<file path="config.mk">
export PLATFORM = sky130hd
export DESIGN_NAME = heading_align_controller_top
export DESIGN_NICKNAME = d
export VERILOG_FILES = /design/src/rtl/hac_pkg.sv /design/src/rtl/hac_divider.sv /design/src/rtl/heading_align_controller_top.sv
export VERILOG_INCLUDE_DIRS = /design/src /design/src/rtl
export SDC_FILE = /design/constraint.sdc
export NUM_CORES = 2
export LEC_CHECK = 0
export ABC_CLOCK_PERIOD_IN_PS = 83800
export BUFFER_PORTS_ARGS = -buffer_cell sky130_fd_sc_hd__buf_2
export CAP_MARGIN = 15
export CORE_MARGIN = 5
export CORE_UTILIZATION = 51
export DETAILED_ROUTE_END_ITERATION = 10
export GPL_TIMING_DRIVEN = 1
export PLACE_DENSITY = 0.8
export SLEW_MARGIN = 20
export SYNTH_ARGS = -nofsm -noshare
export SYNTH_HDL_FRONTEND = slang
export SYNTH_SLANG_ARGS = --single-unit
</file>
<file path="constraint.sdc">
create_clock -name clk -period 83.8 [get_ports clk]
set_input_delay 12.57 -clock clk [delete_from_list [all_inputs] [get_ports clk]]
set_output_delay 12.57 -clock clk [all_outputs]
set_load 0.02 [all_outputs]
</file>
<file path="src/rtl/heading_align_controller_top_macros.svh">
// Assertion macros for the heading align controller.
`ifndef HEADING_ALIGN_CONTROLLER_TOP_MACROS_SVH
`define HEADING_ALIGN_CONTROLLER_TOP_MACROS_SVH

// Checks a property on every rising edge of clk while reset is released.
`define HAC_ASSERT(lbl, prop, msg) \
	lbl: assert property (@(posedge clk) disable iff (!arst_n) prop) else $error(msg);

// Checks that one condition implies another in the same cycle.
`define HAC_ASSERT_IMPL(lbl, cond, expr, msg) \
	lbl: assert property (@(posedge clk) disable iff (!arst_n) (cond) |-> (expr)) \
		else $error(msg);

`endif

</file>
<file path="src/rtl/hac_pkg.sv">
`timescale 1ns / 1ps
`default_nettype none
package hac_pkg;

	localparam int unsigned FULL_TURN = 46080;
	localparam int unsigned HALF_TURN = 23040;

	// Configuration register indexes.
	localparam logic [2:0] REG_TARGET_RADIUS = 3'd0;
	localparam logic [2:0] REG_SLOW_RADIUS   = 3'd1;
	localparam logic [2:0] REG_MAX_ROTATION  = 3'd2;
	localparam logic [2:0] REG_MAX_ACCEL     = 3'd3;
	localparam logic [2:0] REG_TIME_TO_TGT   = 3'd4;

	localparam logic [14:0] RST_TARGET_RADIUS = 15'd128;
	localparam logic [14:0] RST_SLOW_RADIUS   = 15'd1280;
	localparam logic [16:0] RST_MAX_ROTATION  = 17'd11520;
	localparam logic [15:0] RST_MAX_ACCEL     = 16'd11520;
	localparam logic [15:0] RST_TIME_TO_TGT   = 16'd26;

	// Speed divider: product of max rotation and error over the slow radius.
	localparam int unsigned DIV1_QW = 17;
	localparam int unsigned DIV1_DW = 15;
	// Acceleration divider: speed difference times 256 over time to target.
	localparam int unsigned DIV2_QW = 26;
	localparam int unsigned DIV2_DW = 16;

	typedef struct packed {
		logic               aligned;
		logic               neg;
		logic               zero;
		logic               big;
		logic signed [17:0] vel;
	} speed_side_t;

	typedef struct packed {
		logic aligned;
		logic neg;
		logic zero;
	} accel_side_t;

endpackage
`default_nettype wire

</file>
<file path="src/rtl/hac_divider.sv">
`timescale 1ns / 1ps
`default_nettype none
module hac_divider import hac_pkg::*; #(
	parameter int unsigned QW = DIV1_QW,
	parameter int unsigned DW = DIV1_DW,
	parameter int unsigned SW = 1
) (
	input  wire logic              clk,
	input  wire logic              arst_n,
	input  wire logic              en,
	input  wire logic              in_valid,
	input  wire logic [QW+DW-1:0]  dividend,
	input  wire logic [DW-1:0]     divisor,
	input  wire logic [SW-1:0]     side_in,
	output logic                   out_valid,
	output logic [QW-1:0]          quotient,
	output logic [SW-1:0]          side_out
);

	// Entry 0 is the input; entry i+1 is the register after stage i.
	// Each stage resolves one quotient bit, most significant first.
	logic [DW-1:0] rem_sn  [QW+1];
	logic [QW-1:0] q_sn    [QW+1];
	logic [SW-1:0] side_sn [QW+1];
	logic          v_sn    [QW+1];

	assign rem_sn[0]  = dividend[QW+DW-1:QW];
	assign q_sn[0]    = dividend[QW-1:0];
	assign side_sn[0] = side_in;
	assign v_sn[0]    = in_valid;

	for (genvar i = 0; i < QW; i++) begin : g_stage
		logic [DW+1:0] trial;
		logic          ge;

		always_comb begin
			trial = {1'b0, rem_sn[i], q_sn[i][QW-1]} - {2'b00, divisor};
			ge    = ~trial[DW+1];
		end

		always_ff @(posedge clk or negedge arst_n) begin
			if (!arst_n) begin
				v_sn[i+1] <= 1'b0;
			end else if (en) begin
				v_sn[i+1] <= v_sn[i];
			end
		end

		always_ff @(posedge clk) begin
			if (en) begin
				rem_sn[i+1]  <= ge ? trial[DW-1:0] : {rem_sn[i][DW-2:0], q_sn[i][QW-1]};
				q_sn[i+1]    <= {q_sn[i][QW-2:0], ge};
				side_sn[i+1] <= side_sn[i];
			end
		end
	end

	assign out_valid = v_sn[QW];
	assign quotient  = q_sn[QW];
	assign side_out  = side_sn[QW];

endmodule
`default_nettype wire

</file>
<file path="src/rtl/heading_align_controller_top.sv">
// Heading align controller: the angular part of an align steering behaviour.
// Input channel (in_valid / in_ready) takes one request per cycle carrying
// target heading, current heading and angular velocity. Output channel
// (out_valid / out_ready) returns one result per request, in order: the
// aligned flag and the clamped angular acceleration.
// From acceptance to out_valid a request passes through wrap, compare and
// multiply, a 17-stage radix-2 divider for the wanted speed, the speed
// difference, a 26-stage radix-2 divider for the acceleration, then the clamp
// into the output register. Throughput is one request per cycle; the two
// dividers, one quotient bit per stage, set the depth.
// When the receiver stalls, the whole pipeline holds and in_ready falls until
// the output register drains; nothing is dropped or repeated.
// Reset clears all valid bits and loads the register defaults. The
// configuration port (cfg_we, cfg_index, cfg_wdata) writes at once and is
// to be used only while no request is in flight.
`timescale 1ns / 1ps
`default_nettype none
`include "heading_align_controller_top_macros.svh"
module heading_align_controller_top import hac_pkg::*; (
	input  wire logic               clk,
	input  wire logic               arst_n,
	input  wire logic               cfg_we,
	input  wire logic [2:0]         cfg_index,
	input  wire logic [16:0]        cfg_wdata,
	input  wire logic               in_valid,
	output logic                    in_ready,
	input  wire logic signed [16:0] target_heading,
	input  wire logic signed [16:0] current_heading,
	input  wire logic signed [17:0] angular_velocity,
	output logic                    out_valid,
	input  wire logic               out_ready,
	output logic                    aligned,
	output logic signed [16:0]      angular_accel
);

	logic [14:0] target_radius_q;
	logic [14:0] slow_radius_q;
	logic [16:0] max_rotation_q;
	logic [15:0] max_accel_q;
	logic [15:0] time_to_tgt_q;

	// One enable moves every stage; it drops only when the output register is
	// full and the receiver is not taking it.
	logic en;
	assign en       = !out_valid || out_ready;
	assign in_ready = en;

	always_ff @(posedge clk or negedge arst_n) begin
		if (!arst_n) begin
			target_radius_q <= RST_TARGET_RADIUS;
			slow_radius_q   <= RST_SLOW_RADIUS;
			max_rotation_q  <= RST_MAX_ROTATION;
			max_accel_q     <= RST_MAX_ACCEL;
			time_to_tgt_q   <= RST_TIME_TO_TGT;
		end else if (cfg_we) begin
			case (cfg_index)
				REG_TARGET_RADIUS: target_radius_q <= cfg_wdata[14:0];
				REG_SLOW_RADIUS:   slow_radius_q   <= cfg_wdata[14:0];
				REG_MAX_ROTATION:  max_rotation_q  <= cfg_wdata;
				REG_MAX_ACCEL:     max_accel_q     <= cfg_wdata[15:0];
				REG_TIME_TO_TGT:   time_to_tgt_q   <= cfg_wdata[15:0];
				default: ;
			endcase
		end
	end

	// Stage 1: heading error, reduced by a truncating remainder modulo a full
	// turn and then wrapped into plus or minus half a turn. The whole-turn
	// offset is picked from compares of the raw difference against fixed
	// thresholds, so only one addition follows the subtraction. A difference
	// that lands exactly on half a turn keeps the sign of the raw difference.
	logic signed [18:0] head_diff;
	logic signed [18:0] wrap_ofs;
	logic signed [18:0] err;
	logic        [18:0] err_abs;
	logic               v_s1;
	logic        [14:0] mag_s1;
	logic               neg_s1;
	logic               zero_s1;
	logic signed [17:0] vel_s1;

	always_comb begin
		head_diff = 19'(signed'({{2{target_heading[16]}}, target_heading}))
			- 19'(signed'({{2{current_heading[16]}}, current_heading}));
		if (head_diff > 19'sd115200) begin
			wrap_ofs = -19'sd138240;
		end else if (head_diff > 19'sd69120) begin
			wrap_ofs = -19'sd92160;
		end else if (head_diff > 19'sd23040) begin
			wrap_ofs = -19'sd46080;
		end else if (head_diff >= -19'sd23040) begin
			wrap_ofs = 19'sd0;
		end else if (head_diff >= -19'sd69120) begin
			wrap_ofs = 19'sd46080;
		end else if (head_diff >= -19'sd115200) begin
			wrap_ofs = 19'sd92160;
		end else begin
			wrap_ofs = 19'sd138240;
		end
		err     = head_diff + wrap_ofs;
		err_abs = err[18] ? 19'(-err) : 19'(err);
	end

	always_ff @(posedge clk or negedge arst_n) begin
		if (!arst_n) begin
			v_s1 <= 1'b0;
		end else if (en) begin
			v_s1 <= in_valid;
		end
	end

	always_ff @(posedge clk) begin
		if (en) begin
			mag_s1  <= err_abs[14:0];
			neg_s1  <= err[18];
			zero_s1 <= (err == 19'sd0);
			vel_s1  <= angular_velocity;
		end
	end

	// Stage 2: aligned test, slow-radius test and the speed product.
	logic              v_s2;
	logic       [31:0] prod_s2;
	speed_side_t       side_s2;

	always_ff @(posedge clk or negedge arst_n) begin
		if (!arst_n) begin
			v_s2 <= 1'b0;
		end else if (en) begin
			v_s2 <= v_s1;
		end
	end

	always_ff @(posedge clk) begin
		if (en) begin
			prod_s2         <= 32'(max_rotation_q) * 32'(mag_s1);
			side_s2.aligned <= mag_s1 < target_radius_q;
			side_s2.neg     <= neg_s1;
			side_s2.zero    <= zero_s1;
			side_s2.big     <= (slow_radius_q == 15'd0) || (mag_s1 > slow_radius_q);
			side_s2.vel     <= vel_s1;
		end
	end

	// Wanted speed magnitude inside the slow radius.
	logic                v_d1;
	logic [DIV1_QW-1:0]  q_d1;
	logic [$bits(speed_side_t)-1:0] side_d1_raw;
	speed_side_t         side_d1;

	hac_divider #(
		.QW(DIV1_QW),
		.DW(DIV1_DW),
		.SW($bits(speed_side_t))
	) u_speed_div (
		.clk      (clk),
		.arst_n   (arst_n),
		.en       (en),
		.in_valid (v_s2),
		.dividend (prod_s2),
		.divisor  (slow_radius_q),
		.side_in  (side_s2),
		.out_valid(v_d1),
		.quotient (q_d1),
		.side_out (side_d1_raw)
	);

	assign side_d1 = speed_side_t'(side_d1_raw);

	// Stage 3: signed wanted speed less the present velocity.
	logic signed [18:0] want;
	logic signed [18:0] diff;
	logic               v_s3;
	logic        [17:0] dmag_s3;
	accel_side_t        side_s3;

	always_comb begin
		want = signed'({2'b00, (side_d1.big ? max_rotation_q : q_d1)});
		if (side_d1.zero) begin
			want = 19'sd0;
		end else if (side_d1.neg) begin
			want = -want;
		end
		diff = want - 19'(side_d1.vel);
	end

	always_ff @(posedge clk or negedge arst_n) begin
		if (!arst_n) begin
			v_s3 <= 1'b0;
		end else if (en) begin
			v_s3 <= v_d1;
		end
	end

	always_ff @(posedge clk) begin
		if (en) begin
			dmag_s3         <= diff[18] ? 18'(-diff) : diff[17:0];
			side_s3.aligned <= side_d1.aligned;
			side_s3.neg     <= diff[18];
			side_s3.zero    <= (diff == 19'sd0);
		end
	end

	// Acceleration magnitude: difference times 256 over time to target. A zero
	// divisor yields an all-ones quotient, which the clamp turns into the limit.
	logic                v_d2;
	logic [DIV2_QW-1:0]  q_d2;
	logic [$bits(accel_side_t)-1:0] side_d2_raw;
	accel_side_t         side_d2;

	hac_divider #(
		.QW(DIV2_QW),
		.DW(DIV2_DW),
		.SW($bits(accel_side_t))
	) u_accel_div (
		.clk      (clk),
		.arst_n   (arst_n),
		.en       (en),
		.in_valid (v_s3),
		.dividend ({16'd0, dmag_s3, 8'd0}),
		.divisor  (time_to_tgt_q),
		.side_in  (side_s3),
		.out_valid(v_d2),
		.quotient (q_d2),
		.side_out (side_d2_raw)
	);

	assign side_d2 = accel_side_t'(side_d2_raw);

	// Output register: clamp, sign and the aligned override.
	logic        [15:0] clamp_mag;
	logic signed [16:0] acc;

	always_comb begin
		clamp_mag = (q_d2 > {10'd0, max_accel_q}) ? max_accel_q : q_d2[15:0];
		if (side_d2.aligned || side_d2.zero) begin
			acc = 17'sd0;
		end else if (side_d2.neg) begin
			acc = -signed'({1'b0, clamp_mag});
		end else begin
			acc = signed'({1'b0, clamp_mag});
		end
	end

	always_ff @(posedge clk or negedge arst_n) begin
		if (!arst_n) begin
			out_valid <= 1'b0;
		end else if (en) begin
			out_valid <= v_d2;
		end
	end

	always_ff @(posedge clk) begin
		if (en) begin
			aligned       <= side_d2.aligned;
			angular_accel <= acc;
		end
	end

	// An aligned result never asks for any acceleration.
	`HAC_ASSERT_IMPL(a_aligned_zero, out_valid && aligned, angular_accel == 17'sd0, "aligned with accel")
	// A non-negative acceleration never exceeds the configured limit.
	`HAC_ASSERT_IMPL(a_clamp, out_valid && !angular_accel[16], angular_accel[15:0] <= max_accel_q, "clamp exceeded")
	// The pipeline only stops while a finished result is held back.
	`HAC_ASSERT(a_stall, (!in_ready) |-> (out_valid && !out_ready), "stall without backpressure")

endmodule
`default_nettype wire

</file>
[Word level (Yosys, flattened, before mapping)]
Cells that the tools add are included.
Operators by class
  add/sub/neg operators: 50
  multipliers: 1
  $lt $le $gt $ge: 9
  equal/unequal tests: 4
  multiplexer cells: 54
  bitwise logic cells: 44
  reduce and logical (&&, ||, !) cells: 14
Operator list (number)
  17-bit by 16-bit subtractor with 18-bit output: 25
  16-bit two-way mux: 26
  16-bit by 15-bit subtractor with 17-bit output: 17
  15-bit two-way mux: 17
  19-bit two-way mux: 5
  18-bit two-way mux: 4
  1-bit inverter: 44
  19-bit zero test: 2
  18-bit greater-or-equal comparator (second input constant): 2
  18-bit > comparator (second input constant): 2
  17-bit by 15-bit multiplier with 32-bit output: 1
  26-bit by 16-bit > comparator with 1-bit output: 1
  18-bit by 19-bit adder with 19-bit output: 1
  17-bit negation with 19-bit output: 1
  19-bit by 18-bit subtractor with 19-bit output: 1
  18-bit by 16-bit greater-or-equal comparator with 1-bit output (second input constant): 1
  18-bit by 16-bit > comparator with 1-bit output (second input constant): 1
  18-bit negation: 1
  17-bit by 17-bit subtractor with 18-bit output: 1
  17-bit two-way mux: 1
  16-bit negation with 17-bit output: 1
  1-bit by 16-bit subtractor with 17-bit output: 1
  15-bit > comparator: 1
  15-bit zero test: 1
  other kinds (11): 18
Storage, ports and cells
  bits in registers: 2139
  input bits: 77
  output and inout port bits: 20
  logic and storage cells: 380

[Depth between registers and ports, before layout]
  depth in word-level cells: 11
  depth in mapped cells: 27

[Cells and area by module]
From an unflattened synthesis, not the netlist that was laid out.
Second synthesis, totals
  cells, all modules: 9231
  area, all modules: 121744.3 µm²
Modules (own cells, without submodules)
  hac_divider (u_accel_div): instances 1, cells an instance 4234, area each 59165.5 µm²
  hac_divider (u_speed_div): instances 1, cells an instance 2881, area each 41622.4 µm²
  heading_align_controller_top: instances 1, cells an instance 2116, area each 20956.3 µm²

[Worst setup path after synthesis]
Ideal clock, no wire load.
  kind: input to output
  from: in out_ready
  to: out in_ready
  data arrival time: 67.451 ns
  required time: 71.230 ns
  setup slack: 3.779 ns
  stages on the path: 3
  path through: nand2b_1 > clkbuf_1 > clkbuf_1
Between the ends
  longest elaborated chain between the ends: 1
RTL lines
  start: declaration: RTL line heading_align_controller_top.sv:31  | input wire logic out_ready,
  1-bit logical OR: RTL line heading_align_controller_top.sv:45  | assign en = !out_valid || out_ready;
  end: declaration: RTL line heading_align_controller_top.sv:26  | output logic in_ready,
No other way between the ends.

[Worst setup path in the final report]
Same ends and word-level chain as after synthesis.

==> results.ini <==
[status]
status=finished, final reports clean

[final_layout]
synthToLayoutAreaGrowth_pct=10.1
nets=10028
fillerInstances=16776
drive_gt1_share_pct=11.3

[setup_path]
startpoint=out_ready
rr_endpoint=prod_s2[30]
start_kind=input pin
crit_required_ns=71.23
reg2reg_depth=21
crit_fanout=19
cp.arrival_ns=13.45
endpoint=in_ready
crit_path_end_kind=output port
rrSetupSlack_ns=76.37
rr_startpoint=mag_s1[3]
critPathKind=in2out

[synth]
synth_cell_types=83
synthesis.area_um2=112000
synth_edf_count=2013
ys_top_cells_by_area=edfxtp_1, ha_1, mux2_2
yosysTopAreaCellShare_pct=53.9
synthCells=8641
ys_warn_count=0
synthTopCellsByCount=edfxtp_1, ha_1, inv_1
synth_top_area_cell=edfxtp_1
synth.avg_cell_area_um2=13.0
seq_area_frac_synth_pct=56.7
ys_ff_latch=2139
synth_most_common_cell=edfxtp_1
synth_ff_type=edfxtp_1
async_reset_ff_share_pct=5.89

[sta]
finClkSkew_ns=0.0480
worst_pin_slew_ns=1.15
finalMaxSlewViolations=0
setup_viol=0
setup-tns-final_ns=0
fmax_mhz=38.4
fin_crit_sh_pct=31.0
rsz0062_at_grt=false
finalCriticalPeriod_ns=26.02
hold_viol=0
slew_headroom_pct=21.4

[floorplanning]
io_pins=97
die_h_um=479
fp.coreArea_um2=219000
rows=172
die-area_um2=229000
initial_core_util_pct=51.1
die_w_um=479

[grt]
grt_usage_pct=19.2
grt_pass1_wl_mm=359
first_global_vias=69220
antenna_found_initial=3
grt_max_degree=196
grt_overflow=0

[clocking]
h-tree-depth=4
clk_path_buf_depth=3
cts_resized=0
clk_latency_ns=0.87
cts_root_buf=clkbuf_16
postCtsHoldBufs=0
cts_made_buffers=212
cts_setup_buffers=0
cts_tree=built
numClockSinks=2139
cts.clk_slew.worst_paths_ns=0.07

[run]
maxCapViolations=0

[drt]
drc=0
drt_iter0_drc=5148
ant_nets=0
drt_first_pass_iters=6
wire_per_inst_um=18.8
vias=68501
viasPerCell=5.74
wirelength_mm=225

[hold_path]
min-delay-path-class=reg2reg

[placed_design]
dpl.hpwl_mm=151
place.gp.congestion=0.878
io_buffers=96

==> critical path, stage by stage <==
cell and delay [ns]:
buf_2 0.08, nand2b_4 0.35, buf_2 0.39
==> metal layers <==
metal	part of all wire, %	up-vias	track usage (%)
li1	-	32508	-
met1	41	33518	23.8
met2	49	1895	33.1
met3	5.2	576	3.21
met4	4.7	4	8.82
met5	0.011	-	0
==> layout by cell type (no fill, tap or decap), drive strengths merged, types with 127 or more instances in the layout <==
master / n
nor2b: 143
nand2: 528
xor2: 134
xnor2: 376
o21ai: 295
edfxtp: 2013
buf: 181
nor2: 537
mux2: 464
a21oi: 476
and2: 140
nand3: 190
inv: 575
nor3: 263
fa: 236
ha: 836
clkbuf: 252
o21a: 127
==> per-stage QoR <==
| step | instances | instance area (um^2) | util [%] | setup slack [ns] | hold WS, ns |
|---|---|---|---|---|---|
| final | 11935 | 123000 | 56.3 | 57.78 | 0.391 |
| after detailed placement | 11534 | 116000 | 53.1 | 57.77 | 0.405 |
| after CTS | 11925 | 123000 | 56.3 | 57.76 | 0.396 |
| after global placement | 11534 | 116000 | 53.0 | 57.77 | 0.400 |
| after global routing | 11927 | 123000 | 56.3 | 57.75 | 0.407 |
| after floorplan | 8647 | 112000 | - | 3.78 | 0.400 |
==> registers in the layout, indices dropped and copies added (netlist names), 25 cells and up <==
register / cells
u_accel_div.quotient: 26
u_accel_div.side_sn: 75
u_accel_div.v_sn: 25
u_speed_div.side_sn: 352
prod_s2: 32
u_speed_div.q_sn: 272
u_accel_div.rem_sn: 400
u_speed_div.rem_sn: 240
u_accel_div.q_sn: 478
==> kinds of logic (layout without fill, tap and decap cells) <==
kind of cell / Yosys count / after routing / share of synthesized area [%]
compound gates: 1529 / 1529 / 8.83
xor+xnor: 510 / 510 / 3.99
fa+ha+maj: 1072 / 1072 / 13.5
buf+inv: 721 / 1130 / 2.46
flops: 2139 / 2139 / 56.7
mux: 555 / 555 / 5.47
other cells: 1 / 15 / 0.00334
simple gates: 2114 / 2114 / 8.98
==> worst min path at each step <==
stage | from | endpoint | slack [ns] | cells past startpoint
finish | u_accel_div.q_sn[663] | u_accel_div.q_sn[638] | 0.39 | 0
global route | u_accel_div.q_sn[663] | u_accel_div.q_sn[638] | 0.41 | 0
floorplan | vel_s1[0] | side_s2[0] | 0.40 | 0
CTS | u_accel_div.q_sn[610] | u_accel_div.q_sn[585] | 0.40 | 0
detailed placement | vel_s1[7] | side_s2[7] | 0.40 | 0
global placement | u_speed_div.side_sn[333] | u_speed_div.side_sn[311] | 0.40 | 0
==> cell type report <==
class | instances | area [um^2] | share of cell area (%)
Tap cell | 2871 | 3590 | 2.91
Multi-Input combinational cell | 5787 | 45900 | 37.1
Antenna cell | 8 | 20.0 | 0.0162
Timing Repair Buffer | 182 | 1200 | 0.969
Inverter | 557 | 2090 | 1.69
Sequential cell | 2139 | 63600 | 51.5
Clock inverter | 140 | 1550 | 1.26
Clock buffer | 251 | 5550 | 4.49
Power is not shown: default switching activity piles up to over one toggle a cycle in this logic, so the estimate is an artifact.
